--- src/rtl/rwstm_pkg.sv ---
// shared types and constants for the random walk spanning tree maze block
// no dependencies; used by every module under rtl
package rwstm_pkg;

  localparam int CFG_W     = 7;   // cell_rows / cell_cols register width
  localparam int START_W   = 6;   // start_row / start_col width
  localparam int WORD_W    = 32;  // random word width
  localparam int DIR_W     = 2;   // one direction digit
  localparam int WORD_DIRS = 16;  // digits in one random word
  localparam int DCNT_W    = $clog2(WORD_DIRS + 1);
  localparam int COORD_W   = 7;   // maze grid coordinate width

  // request kinds
  localparam logic REQ_BEGIN = 1'b0;
  localparam logic REQ_WORD  = 1'b1;

  // direction digits
  localparam logic [DIR_W-1:0] DIR_UP    = 2'd0;
  localparam logic [DIR_W-1:0] DIR_RIGHT = 2'd1;
  localparam logic [DIR_W-1:0] DIR_DOWN  = 2'd2;
  localparam logic [DIR_W-1:0] DIR_LEFT  = 2'd3;

  // register indexes (word address bit 2)
  localparam logic REG_ROWS = 1'b0;
  localparam logic REG_COLS = 1'b1;

  typedef enum logic [2:0] {
    ST_CLEAR,
    ST_IDLE,
    ST_BEGIN,
    ST_LOOK,
    ST_CHECK,
    ST_FINISH
  } rwstm_state_t;

  typedef struct packed {
    logic rd;
    logic wr;
    logic wdata;
  } rwstm_map_ctl_t;

  typedef struct packed {
    logic               carved;
    logic [COORD_W-1:0] passage_row;
    logic [COORD_W-1:0] passage_col;
    logic [COORD_W-1:0] cell_row;
    logic [COORD_W-1:0] cell_col;
    logic               all_done;
    logic               last;
  } rwstm_result_t;

endpackage

--- src/rtl/rwstm_cfg.sv ---
// apb register block holding the grid size (cell_rows, cell_cols)
// depends on rwstm_pkg
module rwstm_cfg (
  input  logic                      clk,
  input  logic                      rst,
  input  logic                      psel,
  input  logic                      penable,
  input  logic                      pwrite,
  input  logic [2:0]                paddr,
  input  logic [31:0]               pwdata,
  output logic [31:0]               prdata,
  output logic                      pready,
  output logic [rwstm_pkg::CFG_W-1:0] cell_rows,
  output logic [rwstm_pkg::CFG_W-1:0] cell_cols
);

  logic wr_en;

  assign pready = 1'b1;
  assign wr_en  = psel & penable & pwrite & pready;

  always_ff @(posedge clk) begin
    if (rst) begin
      cell_rows <= rwstm_pkg::CFG_W'(8);
      cell_cols <= rwstm_pkg::CFG_W'(8);
    end else if (wr_en) begin
      case (paddr[2])
        rwstm_pkg::REG_ROWS: cell_rows <= pwdata[rwstm_pkg::CFG_W-1:0];
        rwstm_pkg::REG_COLS: cell_cols <= pwdata[rwstm_pkg::CFG_W-1:0];
        default: ;
      endcase
    end
  end

  always_comb begin
    case (paddr[2])
      rwstm_pkg::REG_ROWS: prdata = 32'(cell_rows);
      rwstm_pkg::REG_COLS: prdata = 32'(cell_cols);
      default:             prdata = '0;
    endcase
  end

endmodule

--- config.mk ---
export PLATFORM = sky130hd
export DESIGN_NAME = rwstm_cfg
export DESIGN_NICKNAME = d
export VERILOG_FILES = /design/src/rtl/rwstm_pkg.sv /design/src/rtl/rwstm_cfg.sv
export SDC_FILE = /design/constraint.sdc
export NUM_CORES = 1
export LEC_CHECK = 0
export BUFFER_PORTS_ARGS = -buffer_cell sky130_fd_sc_hd__buf_4
export CAP_MARGIN = 30
export CORE_ASPECT_RATIO = 1.1
export CORE_MARGIN = 5
export CORE_UTILIZATION = 30
export CTS_CLUSTER_DIAMETER = 30
export CTS_CLUSTER_SIZE = 40
export DETAILED_ROUTE_END_ITERATION = 16
export PLACE_DENSITY = 0.74
export SETUP_SLACK_MARGIN = 0.2
export SKIP_CTS_REPAIR_TIMING = 1
export SLEW_MARGIN = 25
export SYNTH_ARGS = -nofsm -noshare
export SYNTH_HDL_FRONTEND = slang
export SYNTH_SLANG_ARGS = --single-unit
--- constraint.sdc ---
create_clock -name clk -period 1.85 [get_ports clk]
set_input_delay 0.185 -clock clk [delete_from_list [all_inputs] [get_ports clk]]
set_output_delay 0.185 -clock clk [all_outputs]
set_load 0.005 [all_outputs]
Yosys cells after proc, flatten, opt, wreduce, memory -nomap -nowiden:

Cells that the tools add are included.

* bits in registers: 14
* input bits: 40
* output and inout port bits: 47
* logic and storage cells: 8

* muxes and demuxes: 1
* bitwise gates (word level): 3
* reduce and logical (&&, ||, !) cells: 2

Operators by type and width (count)
* $pmux 32 s2: 1
* $reduce_and 2->1: 2
* $and 1x1->1: 2
* $not 1->1: 1

Depth between registers and ports, before layout:

* word-level depth: 3
* depth in mapped cells: 4
* mapped depth without buffers: 2

Least setup slack after synthesis:

OpenSTA, ideal clock, no wires.

* path type: input to register
* from: in paddr[2]
* to: reg cell_cols[0] (netlist bit)
* setup time: 0.072 ns
* arrival time: 0.762 ns
* required time: 1.778 ns
* path slack: 1.016 ns
* stages: 4
* path buffers: 2
* cells stage by stage: buf_6 and4_1 buf_6 mux2i_1

* longest elaborated chain between the ends: 1

RTL lines
* start: declaration: line rwstm_cfg.sv:9 `input logic [2:0] paddr,`
* $reduce_and 2->1 (no source line)
* end signal: assignment: line rwstm_cfg.sv:25 `cell_cols <= rwstm_pkg::CFG_W'(8);`
* end signal: assignment: line rwstm_cfg.sv:29 `rwstm_pkg::REG_COLS: cell_cols <= pwdata[rwstm_pkg::CFG_W-1:0];`
* end: declaration: line rwstm_cfg.sv:14 `output logic [rwstm_pkg::CFG_W-1:0] cell_cols`

No other way between the ends.
A chain may end at the register's enable or synchronous reset.

Final worst setup path:

* from: reg cell_cols[4] (netlist bit)
* to: out prdata[4]

* longest elaborated chain between the ends: 1

RTL lines
* $pmux 32 s2: line rwstm_cfg.sv:36 `case (paddr[2])`
* end: declaration: line rwstm_cfg.sv:11 `output logic [31:0] prdata,`

No other way between the ends. The select of a mux whose other input is x is not followed.

==> results.sh <==
export IMPL_cts_path_max_buffers=2
export IMPL_dp_cells=150
export IMPL_critPathRequiredTime_ns=1.66
export IMPL_dp_slack_ns=0.6506
export IMPL_root_buffer="clkbuf_4"
export IMPL_viasPerCell=4.006
export IMPL_ys_ff_latch=14
export IMPL_finalCriticalPeriod_ns=1.202
export IMPL_setup_viol=0
export IMPL_status="finished clean"
export IMPL_synth_edff_count=0
export IMPL_die_w_um=62.21
export IMPL_io_buffers=33
export IMPL_vias=617
export IMPL_p_leak_nw=0.5566
export IMPL_p_per_area_nw_per_um2=579.3
export IMPL_clock_sinks=14
export IMPL_syn_inst=91
export IMPL_place_hpwl_um=1580
export IMPL_stdcell_area_um2=1079
export IMPL_cts_buffers=3
export IMPL_worstSetupPathType="register to output port"
export IMPL_yosysTopAreaCellShare_pct=31.15
export IMPL_final_seq_area_um2=280.3
export IMPL_gr_total_overflow=0
export IMPL_finalSetupTns_ns=0
export IMPL_drtIter0Drc=18
export IMPL_ys_warn_count=0
export IMPL_grt_max_degree=22
export IMPL_ys_flop_type="dfxtp_1"
export IMPL_grt_pass1_vias=626
export IMPL_multi_input_area_um2=473.0
export IMPL_std_cell_rows=20
export IMPL_holdWs_ns=0.1755
export IMPL_die_area_um2=4195
export IMPL_clock_skew_ns=0
export IMPL_gp_congestion=0.6162
export IMPL_period_share_pct=64.97
export IMPL_areaGrowthSynthToFinish_pct=19.89
export IMPL_timing_fmax_mhz=832.0
export IMPL_synth_area_leader_cell="dfxtp_1"
export IMPL_cts_max_level=1
export IMPL_async_flop_share_pct=0
export IMPL_fillers=303
export IMPL_clk_pin_slew_worst_paths_ns=0.09
export IMPL_syn_avg_cell_area_um2=9.886
export IMPL_max_cap_violations=0
export IMPL_syn_area_um2=899.6
export IMPL_critical_path_arrival_ns=1.02
export IMPL_yosysMostFrequentCell="buf_4"
export IMPL_routedWlPerCell_um=12.74
export IMPL_final_layout_size_suffix_gt1_share_pct=37.19
export IMPL_setup_ws_ns=0.6481
export IMPL_io_pins=87
export IMPL_synth_area_top_cells="dfxtp_1 (31%), buf_4 (22%), mux2i_1 (16%)"
export IMPL_critPathMaxFanout=3
export IMPL_cp_end_kind="output port"
export IMPL_post_dp_cell_area_um2=1042
export IMPL_report_power_total_mw=0.6248
export IMPL_drt_total_wl_um=1962
export IMPL_start_util_pct=31.81
export IMPL_grt_pass1_wl_um=3015
export IMPL_synth_commonest_cells="buf_4 (26), nand2b_1 (18), dfxtp_1 (14), mux2i_1 (14), mux2_2 (7)"
export IMPL_finish_utilization_pct=38.14
export IMPL_die_y_um=67.44
export IMPL_clk_latency_ns=0.27
export IMPL_finalMaxSlewViolations=0
export IMPL_cts_tree="built"
export IMPL_peakVddDrop_mv=0.3653
export IMPL_antenna_found_initial=0
export IMPL_dr_pass1_iters=4
export IMPL_instances_no_fill=154
export IMPL_synth_distinct_cells=11
export IMPL_route_detailed_drc=0
export IMPL_hp_class="input port to register"
export IMPL_design_core_area_um2=2828
export IMPL_crit_path_start_kind="register"
export IMPL_seq_area_frac_synth_pct=31.15
export IMPL_num_antenna_cells=0
export IMPL_ant_nets=0
export IMPL_grt_util_all_layers_pct=9.139
export IMPL_nets=162
export IMPL_rsz0062_at_grt="false"
export IMPL_hold_violations=0
final cells by class:
| type | instances | area share (%) |
|---|---|---|
| well taps | 33 | 3.828 |
| flip-flops and latches | 14 | 25.99 |
| repair buffers | 33 | 22.97 |
| multi-input cells | 70 | 43.85 |
| clock buffers | 4 | 3.364 |
registers in the layout, summed over array words and instances (netlist names):
register / cells
cell_rows: 7
cell_cols: 7
placed cells by master (no fill, tap or decap), drive strengths merged:
cell type  count
nand4b         1
and4           1
mux2i         14
nand2b        18
nor2           3
dfxtp         14
buf           33
conb          26
clkbuf         4
mux2           7
metal layers:
| metal | GRT usage [%] | vias up | wire length [um] |
|---|---|---|---|
| met5 | 0 | - | 0 |
| met4 | 2.439 | 0 | 0 |
| met3 | 3.827 | 0 | 187 |
| met2 | 16.45 | 31 | 1029 |
| met1 | 9.890 | 285 | 745 |
| li1 | - | 301 | - |
power breakdown:
| part | switching, mW | leakage, nW | internal [mW] | total (mW) |
|---|---|---|---|---|
| registers | 0.00495 | 0.113 | 0.308 | 0.313 |
| clock network | 0.101 | 0.0210 | 0.120 | 0.220 |
| logic | 0.0438 | 0.422 | 0.0480 | 0.0918 |
critical path, cell delays in order, from the launching register on:
cell	delay, ns
dfxtp_1	0.34
mux2_2	0.27
buf_4	0.14
path summary, 6_finish.rpt:
check,end,from,cells past startpoint,slack (ns)
worst max-delay path,prdata[4],cell_cols[4]$_SDFFE_PP0P_,2,0.65
worst max register to register,cell_rows[5]$_SDFFE_PP0P_,cell_rows[5]$_SDFFE_PP0P_,2,1.21
worst min register to register,cell_cols[2]$_SDFFE_PP0P_,cell_cols[2]$_SDFFE_PP0P_,2,0.49
worst min-delay path,cell_rows[3]$_SDFFE_PP1P_,pwdata[3],3,0.18
cell families (layout without fill, tap and decap cells):
| logic type | count (synthesis) | in the layout | share of synthesized area (%) |
|---|---|---|---|
| flops | 14 | 14 | 31.15 |
| other cells | 2 | 26 | 0.8348 |
| buf+inv | 31 | 37 | 26.29 |
| mux | 21 | 21 | 24.34 |
| simple gates | 23 | 23 | 17.39 |
Note: power is estimated with default switching activity, not from simulation.
