**config.mk**
```make
export PLATFORM = sky130hd
export DESIGN_NAME = rwstm_walk
export DESIGN_NICKNAME = d
export VERILOG_FILES = /design/src/rtl/rwstm_pkg.sv /design/src/rtl/rwstm_walk.sv
export SDC_FILE = /design/constraint.sdc
export NUM_CORES = 1
export LEC_CHECK = 0
export BUFFER_PORTS_ARGS = -buffer_cell sky130_fd_sc_hd__buf_2
export CORE_MARGIN = 5
export CORE_UTILIZATION = 40
export DETAILED_ROUTE_END_ITERATION = 12
export PLACE_DENSITY = 0.55
export SYNTH_ARGS = -nofsm -noshare
export SYNTH_HDL_FRONTEND = slang
export SYNTH_SLANG_ARGS = --single-unit
export TNS_END_PERCENT = 30
```
**constraint.sdc**
```tcl
create_clock -name clk -period 10 [get_ports clk]
set_input_delay 0 -clock clk [delete_from_list [all_inputs] [get_ports clk]]
set_output_delay 0 -clock clk [all_outputs]
set_load 0.02 [all_outputs]
```
**src/rtl/rwstm_pkg.sv**
```systemverilog
// shared types and constants for the random walk spanning tree maze block
// no dependencies; used by every module under rtl
package rwstm_pkg;

  localparam int CFG_W     = 7;   // cell_rows / cell_cols register width
  localparam int START_W   = 6;   // start_row / start_col width
  localparam int WORD_W    = 32;  // random word width
  localparam int DIR_W     = 2;   // one direction digit
  localparam int WORD_DIRS = 16;  // digits in one random word
  localparam int DCNT_W    = $clog2(WORD_DIRS + 1);
  localparam int COORD_W   = 7;   // maze grid coordinate width

  // request kinds
  localparam logic REQ_BEGIN = 1'b0;
  localparam logic REQ_WORD  = 1'b1;

  // direction digits
  localparam logic [DIR_W-1:0] DIR_UP    = 2'd0;
  localparam logic [DIR_W-1:0] DIR_RIGHT = 2'd1;
  localparam logic [DIR_W-1:0] DIR_DOWN  = 2'd2;
  localparam logic [DIR_W-1:0] DIR_LEFT  = 2'd3;

  // register indexes (word address bit 2)
  localparam logic REG_ROWS = 1'b0;
  localparam logic REG_COLS = 1'b1;

  typedef enum logic [2:0] {
    ST_CLEAR,
    ST_IDLE,
    ST_BEGIN,
    ST_LOOK,
    ST_CHECK,
    ST_FINISH
  } rwstm_state_t;

  typedef struct packed {
    logic rd;
    logic wr;
    logic wdata;
  } rwstm_map_ctl_t;

  typedef struct packed {
    logic               carved;
    logic [COORD_W-1:0] passage_row;
    logic [COORD_W-1:0] passage_col;
    logic [COORD_W-1:0] cell_row;
    logic [COORD_W-1:0] cell_col;
    logic               all_done;
    logic               last;
  } rwstm_result_t;

endpackage

```
**src/rtl/rwstm_walk.sv**
```systemverilog
// walk sequencer: clearing sweep, direction digit shifter, walker, pending
// result and output register; depends on rwstm_pkg, drives rwstm_map
module rwstm_walk #(
  parameter int MAX_ROWS = 64,
  parameter int MAX_COLS = 64,
  parameter int RW       = 6,
  parameter int CW       = 6
) (
  input  logic                          clk,
  input  logic                          rst,
  input  logic [rwstm_pkg::CFG_W-1:0]   cell_rows,
  input  logic [rwstm_pkg::CFG_W-1:0]   cell_cols,
  input  logic                          s_valid,
  output logic                          s_ready,
  input  logic                          req_type,
  input  logic [rwstm_pkg::START_W-1:0] start_row,
  input  logic [rwstm_pkg::START_W-1:0] start_col,
  input  logic [rwstm_pkg::WORD_W-1:0]  random_word,
  output logic                          m_valid,
  input  logic                          m_ready,
  output rwstm_pkg::rwstm_result_t      m_res,
  output rwstm_pkg::rwstm_map_ctl_t     map_ctl,
  output logic [RW+CW-1:0]              map_addr,
  input  logic                          map_rdata
);

  localparam int SW = $clog2(MAX_ROWS + 1);
  localparam int SCW = $clog2(MAX_COLS + 1);
  localparam int TW = $clog2(MAX_ROWS * MAX_COLS + 1);
  localparam int XW = RW + 1;
  localparam int YW = CW + 1;

  rwstm_pkg::rwstm_state_t state, state_next;

  logic [RW+CW-1:0]                 clr_addr;
  logic                             clr_begin;
  logic [RW-1:0]                    start_r;
  logic [CW-1:0]                    start_c;
  logic [RW-1:0]                    walker_row, prev_row, tgt_row;
  logic [CW-1:0]                    walker_col, prev_col, tgt_col;
  logic [TW-1:0]                    visited_count;
  logic [rwstm_pkg::WORD_W-1:0]     word_sr;
  logic [rwstm_pkg::DCNT_W-1:0]     dir_cnt;
  logic                             pend_valid;
  rwstm_pkg::rwstm_result_t         pend;
  logic                             out_valid;
  rwstm_pkg::rwstm_result_t         out_res;

  logic [SW-1:0]                    rows_eff, rows_m1;
  logic [SCW-1:0]                   cols_eff, cols_m1;
  logic [TW-1:0]                    total, count_inc;
  logic                             walk_done, word_end;
  logic [XW-1:0]                    nr_x;
  logic [YW-1:0]                    nc_x;
  logic                             move_ok;
  logic                             out_free, out_load, carve;
  rwstm_pkg::rwstm_result_t         out_data, new_res, begin_res, none_res;
  logic [RW-1:0]                    start_r_sat;
  logic [CW-1:0]                    start_c_sat;
  logic [XW-1:0]                    sum_r;
  logic [YW-1:0]                    sum_c;

  // effective grid size: zero counts as one, oversize clips to the maximum
  always_comb begin
    if (cell_rows == '0) begin
      rows_eff = SW'(1);
    end else if (32'(cell_rows) > 32'(MAX_ROWS)) begin
      rows_eff = SW'(MAX_ROWS);
    end else begin
      rows_eff = SW'(cell_rows);
    end
    if (cell_cols == '0) begin
      cols_eff = SCW'(1);
    end else if (32'(cell_cols) > 32'(MAX_COLS)) begin
      cols_eff = SCW'(MAX_COLS);
    end else begin
      cols_eff = SCW'(cell_cols);
    end
  end

  assign rows_m1   = rows_eff - SW'(1);
  assign cols_m1   = cols_eff - SCW'(1);
  assign total     = TW'(rows_eff) * TW'(cols_eff);
  assign count_inc = visited_count + TW'(1);
  assign walk_done = visited_count >= total;
  assign word_end  = dir_cnt == rwstm_pkg::DCNT_W'(rwstm_pkg::WORD_DIRS);

  assign start_r_sat = (32'(start_row) >= 32'(rows_eff)) ? RW'(rows_m1) : RW'(start_row);
  assign start_c_sat = (32'(start_col) >= 32'(cols_eff)) ? CW'(cols_m1) : CW'(start_col);

  // target of the current digit; a step below zero wraps high and fails the range check
  always_comb begin
    nr_x = XW'(walker_row);
    nc_x = YW'(walker_col);
    case (word_sr[rwstm_pkg::DIR_W-1:0])
      rwstm_pkg::DIR_UP:    nr_x = XW'(walker_row) - XW'(1);
      rwstm_pkg::DIR_RIGHT: nc_x = YW'(walker_col) + YW'(1);
      rwstm_pkg::DIR_DOWN:  nr_x = XW'(walker_row) + XW'(1);
      rwstm_pkg::DIR_LEFT:  nc_x = YW'(walker_col) - YW'(1);
      default: ;
    endcase
  end

  assign move_ok = (nr_x < XW'(rows_eff)) && (nc_x < YW'(cols_eff));

  assign out_free = !out_valid || m_ready;
  assign carve    = (state == rwstm_pkg::ST_CHECK) && !map_rdata && (!pend_valid || out_free);

  assign sum_r = XW'(prev_row) + XW'(tgt_row) + XW'(1);
  assign sum_c = YW'(prev_col) + YW'(tgt_col) + YW'(1);

  always_comb begin
    new_res.carved      = 1'b1;
    new_res.passage_row = rwstm_pkg::COORD_W'(sum_r);
    new_res.passage_col = rwstm_pkg::COORD_W'(sum_c);
    new_res.cell_row    = rwstm_pkg::COORD_W'({tgt_row, 1'b1});
    new_res.cell_col    = rwstm_pkg::COORD_W'({tgt_col, 1'b1});
    new_res.all_done    = count_inc >= total;
    new_res.last        = 1'b0;

    begin_res.carved      = 1'b1;
    begin_res.passage_row = rwstm_pkg::COORD_W'({start_r, 1'b1});
    begin_res.passage_col = rwstm_pkg::COORD_W'({start_c, 1'b1});
    begin_res.cell_row    = rwstm_pkg::COORD_W'({start_r, 1'b1});
    begin_res.cell_col    = rwstm_pkg::COORD_W'({start_c, 1'b1});
    begin_res.all_done    = TW'(1) >= total;
    begin_res.last        = 1'b1;

    none_res          = '0;
    none_res.all_done = walk_done;
    none_res.last     = 1'b1;
  end

  // next state
  always_comb begin
    state_next = state;
    case (state)
      rwstm_pkg::ST_CLEAR: begin
        if (clr_addr == '1) begin
          state_next = clr_begin ? rwstm_pkg::ST_BEGIN : rwstm_pkg::ST_IDLE;
        end
      end
      rwstm_pkg::ST_IDLE: begin
        if (s_valid) begin
          state_next = (req_type == rwstm_pkg::REQ_BEGIN) ? rwstm_pkg::ST_CLEAR
                                                          : rwstm_pkg::ST_LOOK;
        end
      end
      rwstm_pkg::ST_BEGIN: begin
        if (out_free) begin
          state_next = rwstm_pkg::ST_IDLE;
        end
      end
      rwstm_pkg::ST_LOOK: begin
        if (walk_done || word_end) begin
          state_next = rwstm_pkg::ST_FINISH;
        end else if (move_ok) begin
          state_next = rwstm_pkg::ST_CHECK;
        end
      end
      rwstm_pkg::ST_CHECK: begin
        if (map_rdata || !pend_valid || out_free) begin
          state_next = rwstm_pkg::ST_LOOK;
        end
      end
      rwstm_pkg::ST_FINISH: begin
        if (out_free) begin
          state_next = rwstm_pkg::ST_IDLE;
        end
      end
      default: state_next = rwstm_pkg::ST_CLEAR;
    endcase
  end

  // outputs of the sequencer
  always_comb begin
    s_ready  = 1'b0;
    map_ctl  = '0;
    map_addr = {tgt_row, tgt_col};
    out_load = 1'b0;
    out_data = pend;
    case (state)
      rwstm_pkg::ST_CLEAR: begin
        map_ctl.wr = 1'b1;
        map_addr   = clr_addr;
      end
      rwstm_pkg::ST_IDLE: begin
        s_ready = 1'b1;
      end
      rwstm_pkg::ST_BEGIN: begin
        map_ctl.wr    = 1'b1;
        map_ctl.wdata = 1'b1;
        map_addr      = {start_r, start_c};
        out_load      = out_free;
        out_data      = begin_res;
      end
      rwstm_pkg::ST_LOOK: begin
        map_ctl.rd = !walk_done && !word_end && move_ok;
        map_addr   = {nr_x[RW-1:0], nc_x[CW-1:0]};
      end
      rwstm_pkg::ST_CHECK: begin
        map_ctl.wr    = carve;
        map_ctl.wdata = 1'b1;
        out_load      = carve && pend_valid;
      end
      rwstm_pkg::ST_FINISH: begin
        out_load = out_free;
        if (pend_valid) begin
          out_data      = pend;
          out_data.last = 1'b1;
        end else begin
          out_data = none_res;
        end
      end
      default: ;
    endcase
  end

  always_ff @(posedge clk) begin
    if (rst) begin
      state         <= rwstm_pkg::ST_CLEAR;
      clr_addr      <= '0;
      clr_begin     <= 1'b0;
      walker_row    <= '0;
      walker_col    <= '0;
      visited_count <= '0;
      dir_cnt       <= '0;
      pend_valid    <= 1'b0;
      out_valid     <= 1'b0;
    end else begin
      state <= state_next;
      case (state)
        rwstm_pkg::ST_CLEAR: begin
          clr_addr <= clr_addr + (RW+CW)'(1);
        end
        rwstm_pkg::ST_IDLE: begin
          if (s_valid) begin
            clr_addr  <= '0;
            clr_begin <= 1'b1;
            dir_cnt   <= '0;
          end
        end
        rwstm_pkg::ST_BEGIN: begin
          if (out_free) begin
            walker_row    <= start_r;
            walker_col    <= start_c;
            visited_count <= TW'(1);
          end
        end
        rwstm_pkg::ST_LOOK: begin
          if (!walk_done && !word_end) begin
            dir_cnt <= dir_cnt + rwstm_pkg::DCNT_W'(1);
            if (move_ok) begin
              walker_row <= nr_x[RW-1:0];
              walker_col <= nc_x[CW-1:0];
            end
          end
        end
        rwstm_pkg::ST_CHECK: begin
          if (carve) begin
            visited_count <= count_inc;
            pend_valid    <= 1'b1;
          end
        end
        rwstm_pkg::ST_FINISH: begin
          if (out_free) begin
            pend_valid <= 1'b0;
          end
        end
        default: ;
      endcase
      if (out_load) begin
        out_valid <= 1'b1;
      end else if (m_ready) begin
        out_valid <= 1'b0;
      end
    end
  end

  // payload registers
  always_ff @(posedge clk) begin
    if (state == rwstm_pkg::ST_IDLE && s_valid) begin
      start_r <= start_r_sat;
      start_c <= start_c_sat;
      word_sr <= random_word;
    end
    if (state == rwstm_pkg::ST_LOOK && !walk_done && !word_end) begin
      // one direction digit per step
      word_sr <= word_sr >> rwstm_pkg::DIR_W;
      if (move_ok) begin
        prev_row <= walker_row;
        prev_col <= walker_col;
        tgt_row  <= nr_x[RW-1:0];
        tgt_col  <= nc_x[CW-1:0];
      end
    end
    if (carve) begin
      pend <= new_res;
    end
    if (out_load) begin
      out_res <= out_data;
    end
  end

  assign m_valid = out_valid;
  assign m_res   = out_res;

endmodule

```
Yosys cells after proc, flatten, opt, wreduce, memory -nomap -nowiden
Index checks and enable logic that the tools add are counted.
{ "totals": {"register_bits": 174, "inputBits": 64, "output_inout_bits": 48, "word_cells": 161} }
{ "classes": {"add_sub_neg": 13, "multipliers": 1, "n_lt_le_gt_ge": 9, "eq_ne": 20, "mux": 48, "reduce_logical": 41} }
{ "ops": {"columns": ["cell", "count"], "rows": [
  ["$pmux W31 S2", 1],
  ["$mux W30", 2],
  ["$mux W6", 8],
  ["$pmux W12 S3", 1],
  ["$mux W31", 1],
  ["$mux W7", 4],
  ["$pmux W7 S2", 2],
  ["$ge A13 B13 Y1", 2],
  ["$mux W13", 2],
  ["$pmux W13 S2", 1],
  ["$pmux W12 S2", 1],
  ["$pmux W6 S2", 2],
  ["$mux W3", 6],
  ["$pmux W3 S5", 1],
  ["$add A6 B1 Y7 const B", 2],
  ["$add A6 B6 Y7", 2],
  ["$add A7 B1 Y7 const B", 2],
  ["$ge A6 B7 Y1", 2],
  ["$gt A7 B7 Y1 const B", 2],
  ["$logic_not A7 Y1", 2],
  ["$lt A7 B7 Y1", 2],
  ["$ne A2 B2 Y1 const B", 7],
  ["$reduce_bool A2 Y1", 7],
  ["$sub A6 B1 Y7 const B", 2],
  ["other kinds (31)", 68]
]} }

Depth between registers and ports, before layout
{ "depth": {"depth_word": 9, "mapped_depth": 32, "ltp_nobuf": 28} }

Worst setup path before layout
Ideal clock, no wire load.
{ "synth_timing": {"path_kind": "input to register", "from": "in cell_rows[6] in the netlist's numbering", "to": "reg word_sr[0] in the netlist's numbering (enable)", "setup_time_ns": 0.469, "arrival_time_ns": 6.444, "required_ns": 9.531, "setup_slack_ns": 3.086, "stages": 29, "path_buffers": 2, "cell_sequence": "clkbuf_1 > inv_1 > a22oi_1 > clkbuf_1 > inv_1 > nand2_1 > fa_1 > fa_1 > inv_1 > fa_1 > inv_1 > fa_1 > inv_1 > ha_1 > a21oi_1 > o211ai_2 > a21o_1 > a21oi_1 > xnor2_1 > inv_1 > ha_1 > o21a_1 > nand3_1 > o22ai_1 > a211oi_1 > maj3_1 > maj3_2 > nand2_1 > nand2b_1"} }
{ "synth_between": {"elab_chain_cells": 9, "elab_cells_between_ends": 10, "cone_classes": "mul: 1; order compare: 2; mux: 2; reduce/logical: 5"} }
{ "synth_rtl": {"columns": ["item", "line", "rtl"], "rows": [
  ["start: declaration", "rwstm_walk.sv:11", "input logic [rwstm_pkg::CFG_W-1:0] cell_rows,"],
  ["$gt A7 B7 Y1", "rwstm_walk.sv:67", "end else if (32'(cell_rows) > 32'(MAX_ROWS)) begin"],
  ["$mux W7", "rwstm_walk.sv:67", null],
  ["$mux W7 *", "rwstm_walk.sv:65", "if (cell_rows == '0) begin"],
  ["$mul A7 B7 Y13 *", "rwstm_walk.sv:83", "assign total = TW'(rows_eff) * TW'(cols_eff);"],
  ["$ge A13 B13 Y1 *", "rwstm_walk.sv:85", "assign walk_done = visited_count >= total;"],
  ["$logic_not A1 Y1 *", "rwstm_walk.sv:287", "if (state == rwstm_pkg::ST_LOOK && !walk_done && !word_end) begin"],
  ["$logic_and A1 B1 Y1 * (2 in series)", "rwstm_walk.sv:287", null],
  ["$reduce_bool A2 Y1 (no source line) *", null, null],
  ["end signal: assignment", "rwstm_walk.sv:285", "word_sr <= random_word;"],
  ["end signal: assignment", "rwstm_walk.sv:289", "word_sr <= word_sr >> rwstm_pkg::DIR_W;"],
  ["end: declaration", "rwstm_walk.sv:42", "logic [rwstm_pkg::WORD_W-1:0] word_sr;"]
]} }
Every way passes the cells marked *; elsewhere a longest branch is shown, timed or not.
A chain may end at the register's enable or synchronous reset.

Final worst setup path
{ "layout_timing": {"from": "in cell_rows[6] in the netlist's numbering", "to": "reg walker_col[3]"} }
{ "layout_between": {"elab_chain_cells": 9, "elab_cells_between_ends": 13, "cone_classes": "mul: 1; order compare: 3; eq/ne: 2; mux: 2; reduce/logical: 5"} }
{ "layout_rtl": {"columns": ["item", "line", "rtl"], "rows": [
  ["$gt A7 B7 Y1", "rwstm_walk.sv:67", null],
  ["$mux W7", "rwstm_walk.sv:67", null],
  ["$mux W7 *", "rwstm_walk.sv:65", null],
  ["$mul A7 B7 Y13", "rwstm_walk.sv:83", null],
  ["$ge A13 B13 Y1", "rwstm_walk.sv:85", null],
  ["$logic_not A1 Y1", "rwstm_walk.sv:251", "if (!walk_done && !word_end) begin"],
  ["$logic_and A1 B1 Y1", "rwstm_walk.sv:251", null],
  ["$ne A2 B2 Y1 (no source line)", null, null],
  ["$reduce_and A4 Y1 (no source line) *", null, null],
  ["end signal: assignment", "rwstm_walk.sv:246", "walker_col <= start_c;"],
  ["end signal: assignment", "rwstm_walk.sv:255", "walker_col <= nc_x[CW-1:0];"],
  ["end: declaration", "rwstm_walk.sv:40", "logic [CW-1:0] walker_col, prev_col, tgt_col;"]
]} }
Marks and branches as above.

==> impl_metrics.tcl <==
set metrics [dict create \
    power.density_nw_per_um2 192 \
    grt_pass1_vias 8002 \
    num_rows 61 \
    clock_path_buffers 2 \
    die-area_sq_um 31500 \
    root_buffer "clkbuf_16" \
    wl_mm 27.7 \
    nNetsFinal 1427 \
    cts_resized 0 \
    ys_types 71 \
    via_per_inst 5.23 \
    avgSynthCellArea_sq_um 10.3 \
    multi_input_area_sq_um 6050 \
    maxSlewViolCount 0 \
    outcome "finished, final reports clean" \
    worst_slack_ns 2.90 \
    setup_viol 0 \
    rr_worst_depth 20 \
    gp_congestion 0.855 \
    slowest_stage "a21oi_2" \
    hpwlAfterDp_mm 21.1 \
    tightestPinTransition_ns 1.07 \
    synth_cells 1092 \
    seqCellArea_sq_um 4660 \
    synth_area_sq_um 11200 \
    antenna_found_initial 0 \
    grt_pass1_wl_mm 44.2 \
    crit_path_max_incr_delay_ns 0.79 \
    cp.required_ns 10.29 \
    min_path_cells 4 \
    num_antenna_cells 0 \
    endpoint_kind "flop" \
    maxCapViolCount 0 \
    die_w_um 178 \
    ys_seq_area_share_pct 41.5 \
    hold_viol_final 0 \
    post-place-ws_ns 2.46 \
    grt_util_all_layers_pct 17.8 \
    area_growth_pct 17.5 \
    coreArea_sq_um 27800 \
    htreeDepth 4 \
    dp_cells 1544 \
    period_share_pct 71.0 \
    leakage_uw 0.00569 \
    instances_no_fill 1621 \
    arrival_ns 7.39 \
    portBuffers 111 \
    r2r_setup_slack_ns 4.26 \
    synth_nets 1289 \
    cts_buffers 17 \
    io_pins 112 \
    setup-tns-final_ns 0 \
    drive_gt1_share_pct 16.8 \
    ys_ff_latch 172 \
    first_pass_iters 5 \
    finClkSkew_ns 0.0307 \
    hp-class "primary input to flop" \
    fillers 2679 \
    period_minus_slack_ns 7.10 \
    routedWlPerCell_um 17.1 \
    rsz0062_at_grt "false" \
    drt-initial-drc-count 603 \
    irDropWorstVdd_uv 91.5 \
    die_h_um 178 \
    ys_warn_count 0 \
    postRouteAntennaNets 0 \
    worst-setup-path-type "primary input to flop" \
    clock_latency_ns 0.45 \
    critPathMaxFanout 25 \
    grt.overflow.total 0 \
    max_freq_mhz 141 \
    start_util_pct 40.4 \
    synth-edff-count 122 \
    drc 0 \
    cts_tree "done" \
    synthArstFlopShare_pct 0 \
    cts_setup_buffers 0 \
    grt_max_degree 53 \
    synth_ff_type "edfxtp_1" \
    max_slew_margin_pct 28.5 \
    crit_top_cell "inv_1" \
    path_clk_slew_ns 0.07 \
    cts_num_sinks 172 \
    start_kind "primary input" \
    num_vias 8480 \
]
what timing repair did:
item                                    4_1_cts  5_1_grt
hold buffers                                 45        0
endpoints found under the setup margin        0        0
endpoints found under the hold margin        45        0
critical path: cells and delay by family:
family	cells	cell delay, ns
multiplexers	1	0.27
buffers and inverters	8	1.00
adder cells (fa/ha/maj)	7	3.22
XOR/XNOR	1	0.18
AO/OA/AOI/OAI	10	2.47
AND/OR/NAND/NOR	3	0.21
synth_stat cells (all sizes together) (3+ instances only):
cell type,n,area (sq um)
nor2b,15,93.8
a22o,25,219
clkbuf,37,139
o211ai,6,50.1
or3,3,18.8
mux2i,23,230
inv,80,303
mux2,39,439
o31ai,3,36.3
a2bb2oi,9,78.8
a211oi,5,42.5
a32o,3,31.3
buf,11,68.8
fa,27,541
nand4,18,113
a21o,27,203
dfxtp,50,1000
nand2,63,236
nor2,123,464
edfxtp,122,3660
and2,3,18.8
nor3,10,55.1
xor2,24,210
a22oi,11,82.6
o21ai,47,235
o21bai,5,37.5
xnor2,34,298
o21a,4,30.0
and3,11,68.8
and4,5,43.8
o22ai,11,68.8
nand2b,15,93.8
nand3,21,105
or2,3,18.8
a21oi,66,338
ha,106,1330
sequential cells by signal, indices dropped and copies added (netlist names), 3 cells and up:
signal,flops
tgt_row,6
prev_row,6
dir_cnt,5
pend,27
visited_count,13
prev_col,6
start_r,6
start_c,6
clr_addr,12
state,3
walker_row,6
tgt_col,6
m_res,29
walker_col,6
word_sr,32
through the flow:
stage	util (%)	area (sq um)	total power [uW]	hold WS [ns]
2_1_floorplan	-	11200	1590	0.147
3_3_place_gp	43.7	12100	1850	0.255
3_5_place_dp	43.7	12100	1860	0.267
4_1_cts	47.5	13200	2550	0.000725
5_1_grt	47.5	13200	2690	0.0373
6_report	47.5	13200	2540	0.0266
layout by cell type (no fill, tap or decap), drive strengths merged, types with 45 or more instances in the layout:
| master | instances |
|---|---|
| nand2 | 63 |
| a21oi | 66 |
| o21ai | 47 |
| edfxtp | 122 |
| nor2 | 123 |
| ha | 106 |
| dlygate4sd3 | 45 |
| inv | 89 |
| dfxtp | 50 |
| buf | 122 |
area by class of cell:
class | count | area share (%)
clock buffer | 17 | 3.22
clock inverter | 15 | 1.38
inverter | 82 | 2.35
multi-input combinational | 790 | 45.9
sequential | 172 | 35.3
tap | 378 | 3.58
timing repair buffer | 167 | 8.25
routing by layer:
metal	vias up	share of wire, %	track usage (%)
met5	-	0	0
met3	22	5.1	2.68
li1	4197	-	-
met2	241	44	26.8
met4	0	1.3	4.19
met1	4020	50	27.2
cells by family after synthesis:
group / count (synthesis) / synth area share [%]
and+or+nand+nor: 299 / 12.5
buffers and inverters: 130 / 4.61
muxes: 62 / 5.96
xor gates and xnor gates: 58 / 4.52
AOI/OAI and AO/OA: 236 / 14.0
adders and majority gates: 135 / 16.8
DFF: 172 / 41.5
final timing paths:
check,to,from
max,walker_col[3],cell_rows[6]
min,pend_valid,m_ready
max reg2reg,walker_col[1],word_sr[0]
min reg2reg,word_sr[31],word_sr[31]
report_power, final:
group	internal, uW	leakage (uW)	switching, uW
clock network	341	0.000292	338
logic	334	0.00388	567
registers	898	0.00151	62.7
Power figures use the tool's default switching activity.
